**config.mk**
```make
export PLATFORM = sky130hd
export DESIGN_NAME = lcg_run_statistics_flat
export DESIGN_NICKNAME = d
export VERILOG_FILES = /design/src/sv/lrs_pkg.sv /design/src/sv/lrs_job_if.sv /design/src/sv/lrs_result_if.sv /design/src/sv/lrs_cfg_if.sv /design/src/sv/lcg_run_statistics.sv /design/src/sv/lrs_cfg.sv /design/src/sv/lrs_front.sv /design/src/sv/lrs_queue.sv /design/src/sv/lrs_back.sv /design/src/flat_wrapper.sv
export SDC_FILE = /design/constraint.sdc
export NUM_CORES = 2
export LEC_CHECK = 0
export ABC_AREA = 1
export BUFFER_PORTS_ARGS = -buffer_cell sky130_fd_sc_hd__buf_2
export CAP_MARGIN = 10
export CORE_MARGIN = 1
export CORE_UTILIZATION = 55
export DETAILED_ROUTE_END_ITERATION = 16
export MAX_ROUTING_LAYER = met4
export PLACE_DENSITY = 0.72
export SLEW_MARGIN = 20
export SYNTH_ARGS = -nofsm -noshare
export SYNTH_HDL_FRONTEND = slang
export SYNTH_HIERARCHICAL = 1
export SYNTH_SLANG_ARGS = --single-unit
```
**constraint.sdc**
```tcl
create_clock -name clk -period 8.4 [get_ports clk]
set_input_delay 1.68 -clock clk [delete_from_list [all_inputs] [get_ports clk]]
set_output_delay 1.68 -clock clk [all_outputs]
set_load 0.02 [all_outputs]
```
**src/sv/lrs_pkg.sv**
```systemverilog
`default_nettype none
// ----------------------------------------------------------------------------
// lrs_pkg
// shared types, widths and helpers for the lcg run statistics block
// ----------------------------------------------------------------------------
package lrs_pkg;

	localparam int WORD_BITS = 32;
	localparam int STEP_BITS = 21;
	localparam int STEP_MAX  = 1 << 20;
	localparam int REM_BITS  = $clog2(STEP_MAX);
	localparam int NBITS_W   = 5;
	localparam int DIST_W    = $clog2(WORD_BITS + 1);
	localparam int CFG_IDX_W = 2;
	localparam int Q_DEPTH   = 2;

	typedef enum logic [CFG_IDX_W-1:0] {
		CFG_STEP_COUNT    = 2'd0,
		CFG_INTERVAL_LOW  = 2'd1,
		CFG_INTERVAL_HIGH = 2'd2,
		CFG_TARGET_WORD   = 2'd3
	} cfg_idx_t;

	typedef logic [WORD_BITS-1:0] word_t;

	// one classified job as it sits in the queue
	typedef struct packed {
		word_t               multiplier;
		word_t               increment;
		word_t               keep;
		logic [REM_BITS-1:0] steps_m1;
	} job_t;

	typedef struct packed {
		logic [STEP_BITS-1:0] step_count;
		word_t                interval_low;
		word_t                interval_high;
		word_t                target_word;
	} cfg_t;

	typedef struct packed {
		logic full;
		logic empty;
	} q_status_t;

	// low n bits set, clipped to the word
	function automatic word_t keep_mask(input logic [NBITS_W-1:0] n);
		word_t m;
		m = '0;
		for (int i = 0; i < WORD_BITS; i++) begin
			m[i] = (i < int'(n));
		end
		return m;
	endfunction

	// zero runs as one step, large counts saturate
	function automatic logic [REM_BITS-1:0] steps_minus_one(input logic [STEP_BITS-1:0] sc);
		logic [REM_BITS-1:0] r;
		if (sc == '0) begin
			r = '0;
		end else if (sc > STEP_BITS'(STEP_MAX)) begin
			r = REM_BITS'(STEP_MAX - 1);
		end else begin
			r = REM_BITS'(sc - 1'b1);
		end
		return r;
	endfunction

endpackage
`default_nettype wire

```
**src/sv/lrs_job_if.sv**
```systemverilog
`default_nettype none
// ----------------------------------------------------------------------------
// lrs_job_if
// job request channel: multiplier, increment and modulus exponent
// ----------------------------------------------------------------------------
interface lrs_job_if;
	logic                         valid;
	logic                         ready;
	lrs_pkg::word_t               multiplier;
	lrs_pkg::word_t               increment;
	logic [lrs_pkg::NBITS_W-1:0]  modulus_bits;

	modport source(output valid, multiplier, increment, modulus_bits, input ready);
	modport sink(input valid, multiplier, increment, modulus_bits, output ready);
endinterface
`default_nettype wire

```
**src/sv/lrs_result_if.sv**
```systemverilog
`default_nettype none
// ----------------------------------------------------------------------------
// lrs_result_if
// result channel: in-range count and distance extremes of one job
// ----------------------------------------------------------------------------
interface lrs_result_if;
	logic                          valid;
	logic                          ready;
	logic [lrs_pkg::STEP_BITS-1:0] in_range_count;
	logic [lrs_pkg::DIST_W-1:0]    min_distance;
	logic [lrs_pkg::DIST_W-1:0]    max_distance;

	modport source(output valid, in_range_count, min_distance, max_distance, input ready);
	modport sink(input valid, in_range_count, min_distance, max_distance, output ready);
endinterface
`default_nettype wire

```
**src/sv/lrs_cfg_if.sv**
```systemverilog
`default_nettype none
// ----------------------------------------------------------------------------
// lrs_cfg_if
// register write channel: register index and write data
// ----------------------------------------------------------------------------
interface lrs_cfg_if;
	logic                          valid;
	logic                          ready;
	logic [lrs_pkg::CFG_IDX_W-1:0] index;
	lrs_pkg::word_t                data;

	modport source(output valid, index, data, input ready);
	modport sink(input valid, index, data, output ready);
endinterface
`default_nettype wire

```
**src/sv/lcg_run_statistics.sv**
```systemverilog
`default_nettype none
// ----------------------------------------------------------------------------
// lcg_run_statistics
// linear congruential generator jobs with in-range count and distance stats
// ----------------------------------------------------------------------------
// Each job request carries a multiplier, an increment and a modulus exponent.
// From seed zero the block runs x = (a*x + b) mod 2^n for the configured step
// count (zero runs one step, anything above 2^20 runs 2^20 steps), counts the
// values inside [interval_low, interval_high] and keeps the smallest and
// largest Hamming distance to target_word; one result per job. The back end
// runs one generator step per clock, paced by the 32x32 multiply-add that
// feeds the state register back into itself; after its last step a job
// drains the statistics stages and hands off its result before the next. The
// front end registers and classifies requests and a two-entry queue lets it
// keep taking requests while a job runs or a result waits to be taken.
// Registers may be written only while no job is in flight.

module lcg_run_statistics (
	input  wire logic     clk,
	input  wire logic     arst_n,
	lrs_job_if.sink       job,
	lrs_result_if.source  result,
	lrs_cfg_if.sink       cfg
);

	// register file contents; the user must keep them stable while jobs run, the block does not enforce it
	lrs_pkg::cfg_t      cfg_regs;

	// front to queue
	logic               push_valid;
	lrs_pkg::job_t      push_data;

	// queue to back
	lrs_pkg::job_t      pop_data;
	logic               pop_en;
	lrs_pkg::q_status_t qs;

	lrs_cfg u_cfg (
		.clk    (clk),
		.arst_n (arst_n),
		.cfg    (cfg),
		.regs   (cfg_regs)
	);

	// request intake: mask from the exponent, clamped step count
	lrs_front u_front (
		.clk        (clk),
		.arst_n     (arst_n),
		.job        (job),
		.cfg        (cfg_regs),
		.qs         (qs),
		.push_valid (push_valid),
		.push_data  (push_data)
	);

	lrs_queue u_queue (
		.clk        (clk),
		.arst_n     (arst_n),
		.push_valid (push_valid),
		.push_data  (push_data),
		.pop_en     (pop_en),
		.pop_data   (pop_data),
		.qs         (qs)
	);

	// generator loop, statistics pipeline and result register
	lrs_back u_back (
		.clk      (clk),
		.arst_n   (arst_n),
		.cfg      (cfg_regs),
		.qs       (qs),
		.pop_data (pop_data),
		.pop_en   (pop_en),
		.result   (result)
	);

endmodule
`default_nettype wire

```
**src/sv/lrs_cfg.sv**
```systemverilog
`default_nettype none
// ----------------------------------------------------------------------------
// lrs_cfg
// configuration register file
// ----------------------------------------------------------------------------
module lrs_cfg (
	input  wire logic   clk,
	input  wire logic   arst_n,
	lrs_cfg_if.sink     cfg,
	output lrs_pkg::cfg_t regs
);

	lrs_pkg::cfg_t regs_q;

	assign cfg.ready = 1'b1;
	assign regs      = regs_q;

	always_ff @(posedge clk or negedge arst_n) begin
		if (!arst_n) begin
			regs_q.step_count    <= lrs_pkg::STEP_BITS'(1024);
			regs_q.interval_low  <= '0;
			regs_q.interval_high <= '1;
			regs_q.target_word   <= '0;
		end else if (cfg.valid && cfg.ready) begin
			unique case (lrs_pkg::cfg_idx_t'(cfg.index))
				lrs_pkg::CFG_STEP_COUNT:    regs_q.step_count    <= cfg.data[lrs_pkg::STEP_BITS-1:0];
				lrs_pkg::CFG_INTERVAL_LOW:  regs_q.interval_low  <= cfg.data;
				lrs_pkg::CFG_INTERVAL_HIGH: regs_q.interval_high <= cfg.data;
				lrs_pkg::CFG_TARGET_WORD:   regs_q.target_word   <= cfg.data;
				default:                    regs_q <= regs_q;
			endcase
		end
	end

endmodule
`default_nettype wire

```
**src/sv/lrs_front.sv**
```systemverilog
`default_nettype none
// ----------------------------------------------------------------------------
// lrs_front
// accepts job requests, derives value mask and step count, feeds the queue
// ----------------------------------------------------------------------------
module lrs_front (
	input  wire logic               clk,
	input  wire logic               arst_n,
	lrs_job_if.sink                 job,
	input  wire lrs_pkg::cfg_t      cfg,
	input  wire lrs_pkg::q_status_t qs,
	output logic                    push_valid,
	output lrs_pkg::job_t           push_data
);

	lrs_pkg::job_t slot_s1;
	logic          slot_v_s1;
	logic          push_ready;

	assign push_ready = !qs.full;
	assign job.ready  = !slot_v_s1 || push_ready;
	assign push_valid = slot_v_s1;
	assign push_data  = slot_s1;

	always_ff @(posedge clk or negedge arst_n) begin
		if (!arst_n) begin
			slot_v_s1 <= 1'b0;
		end else if (job.valid && job.ready) begin
			slot_v_s1 <= 1'b1;
		end else if (push_ready) begin
			slot_v_s1 <= 1'b0;
		end
	end

	always_ff @(posedge clk) begin
		if (job.valid && job.ready) begin
			slot_s1.multiplier <= job.multiplier;
			slot_s1.increment  <= job.increment;
			slot_s1.keep       <= lrs_pkg::keep_mask(job.modulus_bits);
			slot_s1.steps_m1   <= lrs_pkg::steps_minus_one(cfg.step_count);
		end
	end

endmodule
`default_nettype wire

```
**src/sv/lrs_queue.sv**
```systemverilog
`default_nettype none
// ----------------------------------------------------------------------------
// lrs_queue
// short job queue between front and back
// ----------------------------------------------------------------------------
module lrs_queue (
	input  wire logic           clk,
	input  wire logic           arst_n,
	input  wire logic           push_valid,
	input  wire lrs_pkg::job_t  push_data,
	input  wire logic           pop_en,
	output lrs_pkg::job_t       pop_data,
	output lrs_pkg::q_status_t  qs
);

	localparam int PTR_W = (lrs_pkg::Q_DEPTH > 1) ? $clog2(lrs_pkg::Q_DEPTH) : 1;
	localparam int CNT_W = $clog2(lrs_pkg::Q_DEPTH + 1);

	lrs_pkg::job_t     mem_q [lrs_pkg::Q_DEPTH];
	logic [PTR_W-1:0]  wr_ptr_q;
	logic [PTR_W-1:0]  rd_ptr_q;
	logic [CNT_W-1:0]  count_q;
	logic              do_push;

	assign qs.full  = (count_q == CNT_W'(lrs_pkg::Q_DEPTH));
	assign qs.empty = (count_q == '0);
	assign do_push  = push_valid && !qs.full;
	assign pop_data = mem_q[rd_ptr_q];

	always_ff @(posedge clk or negedge arst_n) begin
		if (!arst_n) begin
			wr_ptr_q <= '0;
			rd_ptr_q <= '0;
			count_q  <= '0;
		end else begin
			if (do_push) begin
				wr_ptr_q <= (wr_ptr_q == PTR_W'(lrs_pkg::Q_DEPTH - 1)) ? '0 : wr_ptr_q + 1'b1;
			end
			if (pop_en) begin
				rd_ptr_q <= (rd_ptr_q == PTR_W'(lrs_pkg::Q_DEPTH - 1)) ? '0 : rd_ptr_q + 1'b1;
			end
			count_q <= count_q + CNT_W'(do_push) - CNT_W'(pop_en);
		end
	end

	always_ff @(posedge clk) begin
		if (do_push) begin
			mem_q[wr_ptr_q] <= push_data;
		end
	end

endmodule
`default_nettype wire

```
**src/sv/lrs_back.sv**
```systemverilog
`default_nettype none
// ----------------------------------------------------------------------------
// lrs_back
// runs one generator job a step per cycle and gathers its statistics
// ----------------------------------------------------------------------------
module lrs_back (
	input  wire logic               clk,
	input  wire logic               arst_n,
	input  wire lrs_pkg::cfg_t      cfg,
	input  wire lrs_pkg::q_status_t qs,
	input  wire lrs_pkg::job_t      pop_data,
	output logic                    pop_en,
	lrs_result_if.source            result
);

	typedef enum logic [1:0] {
		S_IDLE,
		S_RUN,
		S_FLUSH,
		S_DONE
	} state_t;

	function automatic logic [lrs_pkg::DIST_W-1:0] popcount(input lrs_pkg::word_t v);
		logic [lrs_pkg::DIST_W-1:0] c;
		c = '0;
		for (int i = 0; i < lrs_pkg::WORD_BITS; i++) begin
			c = c + lrs_pkg::DIST_W'(v[i]);
		end
		return c;
	endfunction

	state_t                         state_q;
	lrs_pkg::word_t                 mul_q;
	lrs_pkg::word_t                 inc_q;
	lrs_pkg::word_t                 keep_q;
	logic [lrs_pkg::REM_BITS-1:0]   rem_q;
	lrs_pkg::word_t                 x_q;
	lrs_pkg::word_t                 prod_lo;
	lrs_pkg::word_t                 x_next;
	logic                           step_v_q;
	logic                           v_s1;
	logic                           in_s1;
	logic [lrs_pkg::DIST_W-1:0]     dist_s1;
	logic [lrs_pkg::STEP_BITS-1:0]  cnt_q;
	logic [lrs_pkg::DIST_W-1:0]     dmin_q;
	logic [lrs_pkg::DIST_W-1:0]     dmax_q;
	logic                           res_valid_q;
	logic [lrs_pkg::STEP_BITS-1:0]  res_cnt_q;
	logic [lrs_pkg::DIST_W-1:0]     res_min_q;
	logic [lrs_pkg::DIST_W-1:0]     res_max_q;
	logic                           res_load;

	assign pop_en   = (state_q == S_IDLE) && !qs.empty;
	assign res_load = (state_q == S_DONE) && (!res_valid_q || result.ready);

	// low word of the product is all that survives the mask
	assign prod_lo = mul_q * x_q;
	assign x_next  = (prod_lo + inc_q) & keep_q;

	assign result.valid          = res_valid_q;
	assign result.in_range_count = res_cnt_q;
	assign result.min_distance   = res_min_q;
	assign result.max_distance   = res_max_q;

	always_ff @(posedge clk or negedge arst_n) begin
		if (!arst_n) begin
			state_q     <= S_IDLE;
			step_v_q    <= 1'b0;
			v_s1        <= 1'b0;
			res_valid_q <= 1'b0;
		end else begin
			step_v_q <= (state_q == S_RUN);
			v_s1     <= step_v_q;
			// a new result may replace one taken in the same cycle
			if (res_load) begin
				res_valid_q <= 1'b1;
			end else if (result.valid && result.ready) begin
				res_valid_q <= 1'b0;
			end
			unique case (state_q)
				S_IDLE: begin
					if (!qs.empty) begin
						state_q <= S_RUN;
					end
				end
				S_RUN: begin
					if (rem_q == '0) begin
						state_q <= S_FLUSH;
					end
				end
				S_FLUSH: begin
					if (!step_v_q && !v_s1) begin
						state_q <= S_DONE;
					end
				end
				S_DONE: begin
					if (res_load) begin
						state_q <= S_IDLE;
					end
				end
				default: state_q <= S_IDLE;
			endcase
		end
	end

	always_ff @(posedge clk) begin
		if (pop_en) begin
			mul_q  <= pop_data.multiplier;
			inc_q  <= pop_data.increment;
			keep_q <= pop_data.keep;
			rem_q  <= pop_data.steps_m1;
			x_q    <= '0;
			cnt_q  <= '0;
			dmin_q <= '1;
			dmax_q <= '0;
		end
		if (state_q == S_RUN) begin
			x_q   <= x_next;
			rem_q <= rem_q - 1'b1;
		end
		if (step_v_q) begin
			in_s1   <= (x_q >= cfg.interval_low) && (x_q <= cfg.interval_high);
			dist_s1 <= popcount(x_q ^ cfg.target_word);
		end
		if (v_s1) begin
			cnt_q <= cnt_q + lrs_pkg::STEP_BITS'(in_s1);
			if (dist_s1 < dmin_q) begin
				dmin_q <= dist_s1;
			end
			if (dist_s1 > dmax_q) begin
				dmax_q <= dist_s1;
			end
		end
		if (res_load) begin
			res_cnt_q <= cnt_q;
			res_min_q <= dmin_q;
			res_max_q <= dmax_q;
		end
	end

endmodule
`default_nettype wire

```
**src/flat_wrapper.sv**
```systemverilog
// flat-port wrapper written by rule: the top's interface ports become plain ports
module lcg_run_statistics_flat 
  (clk, arst_n, job_valid, job_multiplier, job_increment, job_modulus_bits, job_ready, result_valid, result_in_range_count, result_min_distance, result_max_distance, result_ready, cfg_valid, cfg_index, cfg_data, cfg_ready);
  lrs_job_if job_i ();
  lrs_result_if result_i ();
  lrs_cfg_if cfg_i ();
  input  wire logic clk;
  input  wire logic arst_n;
  input wire logic [$bits(job_i.valid)-1:0] job_valid;
  input wire logic [$bits(job_i.multiplier)-1:0] job_multiplier;
  input wire logic [$bits(job_i.increment)-1:0] job_increment;
  input wire logic [$bits(job_i.modulus_bits)-1:0] job_modulus_bits;
  output wire logic [$bits(job_i.ready)-1:0] job_ready;
  output wire logic [$bits(result_i.valid)-1:0] result_valid;
  output wire logic [$bits(result_i.in_range_count)-1:0] result_in_range_count;
  output wire logic [$bits(result_i.min_distance)-1:0] result_min_distance;
  output wire logic [$bits(result_i.max_distance)-1:0] result_max_distance;
  input wire logic [$bits(result_i.ready)-1:0] result_ready;
  input wire logic [$bits(cfg_i.valid)-1:0] cfg_valid;
  input wire logic [$bits(cfg_i.index)-1:0] cfg_index;
  input wire logic [$bits(cfg_i.data)-1:0] cfg_data;
  output wire logic [$bits(cfg_i.ready)-1:0] cfg_ready;
  assign job_i.valid = job_valid;
  assign job_i.multiplier = job_multiplier;
  assign job_i.increment = job_increment;
  assign job_i.modulus_bits = job_modulus_bits;
  assign job_ready = job_i.ready;
  assign result_valid = result_i.valid;
  assign result_in_range_count = result_i.in_range_count;
  assign result_min_distance = result_i.min_distance;
  assign result_max_distance = result_i.max_distance;
  assign result_i.ready = result_ready;
  assign cfg_i.valid = cfg_valid;
  assign cfg_i.index = cfg_index;
  assign cfg_i.data = cfg_data;
  assign cfg_ready = cfg_i.ready;
  lcg_run_statistics u_core (.clk(clk), .arst_n(arst_n), .job(job_i), .result(result_i), .cfg(cfg_i));
endmodule
```
# Word-level counts from Yosys, hierarchy flattened

Memories as Yosys holds them, arrays and structs flattened.
Cells that the tools add are included.
W data, S select, Z words.

Add/subtract/negate cells: 39
$mul: 1
Order comparisons: 36
Equality and inequality tests: 12
Muxes and demuxes: 26
Bitwise operators: 2
Reduce and logical (&&, ||, !) cells: 28

Operators with widths:

| kind                    | number |
|---|---|
| $add A6 B1 Y6           | 26 |
| $lt A5 B5 Y1 const A    | 15 |
| $mux W32                | 2 |
| $mux W20                | 3 |
| $mux W21                | 2 |
| $lt A4 B5 Y1 const A    | 8 |
| $sub A20 B1 Y20 const B | 2 |
| $mux W6                 | 6 |
| $add A32 B32 Y32        | 1 |
| $and A32 B32 Y32        | 1 |
| $ge A32 B32 Y1          | 1 |
| $le A32 B32 Y1          | 1 |
| $mul A32 B32 Y32        | 1 |
| $xor A32 B32 Y32        | 1 |
| $add A21 B1 Y21         | 1 |
| $gt A21 B21 Y1 const B  | 1 |
| $logic_not A21 Y1       | 1 |
| $logic_not A20 Y1       | 1 |
| $lt A3 B5 Y1 const A    | 4 |
| $eq A2 B2 Y1 const B    | 5 |
| $lt A1 B5 Y1 const A    | 2 |
| $lt A2 B5 Y1 const A    | 2 |
| $mux W1                 | 8 |
| $mux W2                 | 4 |
| 21 further kinds        | 45 |

Register bits: 463
Memory bits (writable): 230
Bits of input ports: 108
Output and inout bits: 36
Logic and storage cells: 174
Memories: 1

Memories:

| memory               | words | width | read ports | clocked after Yosys merged registers in | write ports | line            | text |
|---|---|---|---|---|---|---|---|
| u_core.u_queue.mem_q | 2     | 115   | 1          | 0                                       | 1           | lrs_queue.sv:19 | `lrs_pkg::job_t mem_q [lrs_pkg::Q_DEPTH];` |

# Longest topological paths before layout

Word-level depth: 32
Gate-level depth with buffers: 36
Depth with buffers taken out: 34

# By module

The synthesis kept the hierarchy.

By module, submodules not included:

| module    | times used | cells an instance | area each (um^2) | sequential area each (um^2) |
|---|---|---|---|---|
| lrs_back  | 1          | 3408              | 29050.4          | 6641.4 |
| lrs_queue | 1          | 634               | 9064.9           | 7066.8 |
| lrs_cfg   | 1          | 523               | 4813.4           | 2969.1 |
| lrs_front | 1          | 322               | 4490.6           | 3478.3 |

# Least setup slack after synthesis

Ideal clock, no wire load.

Kind: input to register
From: in job_valid
To: reg u_core.u_front.slot_s1, in the netlist u_core/u_front/push_data[0], enable pin
Setup time: 0.627 ns
Data arrival time: 7.264 ns
Required time: 7.773 ns
Setup slack: 0.509 ns
Stages: 2
Buffers on the path: 0
Cell sequence: inv_1 > a21oi_1

Cells in the longest elaborated chain, start to end: 1

Ends and longest elaborated chain:

| element             | line              | text |
|---|---|---|
| start: declaration  | flat_wrapper.sv:9 | `input wire logic [$bits(job_i.valid)-1:0] job_valid;` |
| $logic_and A1 B1 Y1 | lrs_front.sv:36   | `if (job.valid && job.ready) begin` |
| end: declaration    | lrs_front.sv:16   | `lrs_pkg::job_t slot_s1;` |

Every way passes these cells.
A chain may end at the register's enable or synchronous reset.

# Worst setup path after layout

From: reg u_core.u_back.x_q[10]
To: reg u_core.u_back.x_q[27] (data pin)

Cells in the longest elaborated chain, start to end: 4

Ends and longest elaborated chain:

| element                  | line            | text |
|---|---|---|
| start: declaration       | lrs_back.sv:37  | `lrs_pkg::word_t x_q;` |
| start signal: assignment | lrs_back.sv:118 | `x_q <= x_next;` |
| $mul A32 B32 Y32         | lrs_back.sv:57  | `assign prod_lo = mul_q * x_q;` |
| $add A32 B32 Y32         | lrs_back.sv:58  | `assign x_next = (prod_lo + inc_q) & keep_q;` |
| $and A32 B32 Y32         | lrs_back.sv:58  |  |
| $mux W32                 | lrs_back.sv:117 | `if (state_q == S_RUN) begin` |

Every way passes these cells.

==> impl_metrics.toml <==
[cts]
post_cts_gate_resize_count = 0
cts_max_path_buffers = 3
cts_hold_buffers = 0
clock_tree.htree_level_count = 3
clk_transition_reported_paths_ns = 0.06
numClockSinks = 695
buffer_cell_driving_the_clock_tree_root = "sky130_fd_sc_hd__clkbuf_16"
cts_tree = "done"
cts_inserted_buffers = 74
clkLatencyLatePin_ns = 0.64

[logic_synthesis]
syn-mean-instance-area_um2 = 9.70
synth-async-reset-ratio_pct = 18.3
synth.cells.most_frequent = "sky130_fd_sc_hd__inv_1 (1218), sky130_fd_sc_hd__nand2_1 (1213), sky130_fd_sc_hd__edfxtp_1 (556), sky130_fd_sc_hd__fa_1 (462), sky130_fd_sc_hd__ha_1 (218)"
synth_cells = 4887
synth_seq_area_share_pct = 42.5
synthesis.nets = 5675
yosysWarningCount = 6
postSynthRegisterBits = 695
synthTopCellsByArea = "sky130_fd_sc_hd__edfxtp_1 (35%), sky130_fd_sc_hd__fa_1 (20%), sky130_fd_sc_hd__inv_1 (9.6%), sky130_fd_sc_hd__nand2_1 (9.6%), sky130_fd_sc_hd__ha_1 (5.8%)"
number_of_flops_mapped_to_enable_cells_by_yosys = 556
post-synth-top-area-fraction_pct = 35.2
post-synth-top-area-cell = "sky130_fd_sc_hd__edfxtp_1"
synthMostInstantiatedCell = "sky130_fd_sc_hd__inv_1"
synth.distinct_cells = 54
synth_flop_cell = "sky130_fd_sc_hd__edfxtp_1"
syn_area_um2 = 47400

[grt]
global_route.overflow_total = 0
grt_start_max_net_pins = 176
grt_antenna_before_repair = 2
grt_pass1_wl_um = 180000
aggregate_global_route_resource_usage_pct = 28.2
number_of_global_route_vias_before_repair = 32400

[floorplanning]
horiz_die_dim_um = 296
floorplan.die_area_um2 = 87400
num_io_pins = 144
num_rows = 107
die_h_um = 296
floorplan.initialDensity_pct = 55.6
core_um2 = 85300

[sta]
clock.fmax_ghz = 0.124
finalSetupTns_ns = 0
min_period_over_period_pct = 95.9
worstMarginPinSlew_ns = 1.13
slew-limit-headroom_pct = 24.4
finalWorstPathRequiredPeriod_ns = 8.05
final_max_slew_viol_count = 0
report.final.setup_viol = 0
rsz_0062_raised_after_global_routing = "false"
fin_worst_skew_ns = 0.0385
hold_viol_final = 0

[routing]
routed-via-count = 32500
avgRoutedWirePerCell_um = 18.7
finalWirelength_um = 116000
detail-route-antenna-nets = 0
detail_route.first_pass.iterations = 6
detailed_route_drc_error_count = 0
avgViaCountPerCell = 5.25
detailedRoute.firstIterationViolations = 2644

[placement]
gp_routability_congestion = 0.969
placed_cells = 6041
place_area_um2 = 49200
dp_hpwl_um = 86100
portBuffers = 142

[worst_setup_path]
cp_data_required_time_ns = 8.76
critical_path.startpoint_type = "register"
cp_max_fo = 13
worst_setup_path_end_kind = "register"
path_type_of_the_worst_setup_path = "register to register"
worstPathArrival_ns = 8.41

[cells_and_area]
syn2layout_area_growth_pct = 8.77
nNetsFinal = 5765
final_layout_size_suffix_gt1_share_pct = 8.72
filler_cell_count = 7066
final_cell_count_no_fill = 6181
layout.cell_area.non_filler_um2 = 51600

[status]
run_status = "finished, final reports clean"

[run]
count_of_maximum_capacitance_violations = 0

[worst_hold_path]
worst_hold_path_type = "register to register"
worst paths after layout:
kind / slack (ns) / cells past startpoint / from / to
worst max-delay path: 0.35 / 27 / u_core/u_back/x_q[10] / u_core/u_back/x_q[27]
worst min-delay path: 0.44 / 0 / u_core/u_back/dmin_q[3] / u_core/u_back/result.min_distance[3]
worst max register to register: 0.35 / 27 / u_core/u_back/x_q[10] / u_core/u_back/x_q[27]
worst min register to register: 0.44 / 0 / u_core/u_back/dmin_q[3] / u_core/u_back/result.min_distance[3]
max in group asynchronous: 6.15 / 2 / arst_n / u_core/u_cfg/regs[26]
min in group asynchronous: 1.07 / 1 / arst_n / u_core/u_queue/rd_ptr_q
repair_timing:
action | 4_1_cts | 5_1_grt
setup buffers | 0 | 4
endpoints found under the hold margin | 0 | 0
endpoints found under the setup margin | 0 | 1
layout make-up:
| type | count | area (µm²) | share of cell area [%] |
|---|---|---|---|
| clock inverters | 34 | 328 | 0.636 |
| repair buffers | 213 | 1290 | 2.51 |
| multi-input cells | 2772 | 21800 | 42.2 |
| diodes | 1 | 2.50 | 0.00485 |
| clock buffers | 101 | 2010 | 3.91 |
| flip-flops and latches | 695 | 20200 | 39.1 |
| well taps | 1144 | 1430 | 2.78 |
| inverters | 1221 | 4590 | 8.89 |
cell usage in the layout, fill, tap and decap left out, drive strengths merged, types with 101 or more instances in the layout:
master,netlist,final
nor2,147,147
clkbuf,102,101
edfxtp,556,556
ha,218,218
nand2,1220,1220
buf,97,213
nand3,109,109
o21ai,191,191
nand4,117,117
inv,1221,1226
fa,462,462
metrics by stage:
stage	utilization (%)	setup slack (ns)	hold WS, ns
6_report	60.5	0.345	0.436
3_3_place_gp	57.7	0.355	0.413
2_1_floorplan	-	0.509	0.408
3_5_place_dp	57.7	0.430	0.423
4_1_cts	60.4	0.358	0.438
5_1_grt	60.5	0.0123	0.445
critical path, stage by stage, from the launching register on:
cell and delay (ns):
sky130_fd_sc_hd__edfxtp_1 0.88, sky130_fd_sc_hd__buf_4 0.28, sky130_fd_sc_hd__nand2_1 0.09, sky130_fd_sc_hd__fa_1 0.45, sky130_fd_sc_hd__inv_1 0.08, sky130_fd_sc_hd__fa_1 0.41
sky130_fd_sc_hd__fa_1 0.53, sky130_fd_sc_hd__inv_1 0.06, sky130_fd_sc_hd__fa_1 0.53, sky130_fd_sc_hd__inv_1 0.07, sky130_fd_sc_hd__fa_1 0.52, sky130_fd_sc_hd__fa_1 0.46
sky130_fd_sc_hd__fa_1 0.57, sky130_fd_sc_hd__inv_1 0.06, sky130_fd_sc_hd__fa_1 0.53, sky130_fd_sc_hd__inv_1 0.05, sky130_fd_sc_hd__ha_1 0.35, sky130_fd_sc_hd__nand2_1 0.12
sky130_fd_sc_hd__inv_1 0.07, sky130_fd_sc_hd__nand2_1 0.07, sky130_fd_sc_hd__nor3_1 0.49, sky130_fd_sc_hd__nand4_1 0.29, sky130_fd_sc_hd__nand3_1 0.24, sky130_fd_sc_hd__a21o_1 0.17
sky130_fd_sc_hd__nand2_1 0.06, sky130_fd_sc_hd__nand2_1 0.09, sky130_fd_sc_hd__a21oi_1 0.07, sky130_fd_sc_hd__o211a_1 0.13
layer usage:
layer | part of all wire (%) | track usage [%]
met5 | 0 | -
met4 | 3.2 | 9.54
met3 | 8.5 | 5.52
met2 | 46 | 43.1
met1 | 42 | 37.9
registers in the layout, indices dropped and copies added (netlist names), 20 cells and up:
name	cells
u_core/u_back/cnt_q	21
u_core/u_back/inc_q	32
u_core/u_back/keep_q	32
u_core/u_back/mul_q	32
u_core/u_back/rem_q	20
u_core/u_back/result.in_range_count	21
u_core/u_back/x_q	32
u_core/u_cfg/regs	117
u_core/u_front/push_data	115
u_core/u_queue/mem_q	232
cell families after synthesis:
logic type	after synthesis	share of synthesized area (%)
compound gates	377	4.82
xor+xnor	69	1.27
buf+inv	1420	11.7
fa+ha+maj	680	25.3
flops	695	42.5
simple gates	1644	14.4
other cells	2	0.0158
Power is left out: the tool's default activity adds up to more than one toggle a clock period on the data nets, which glitch-free logic cannot reach.
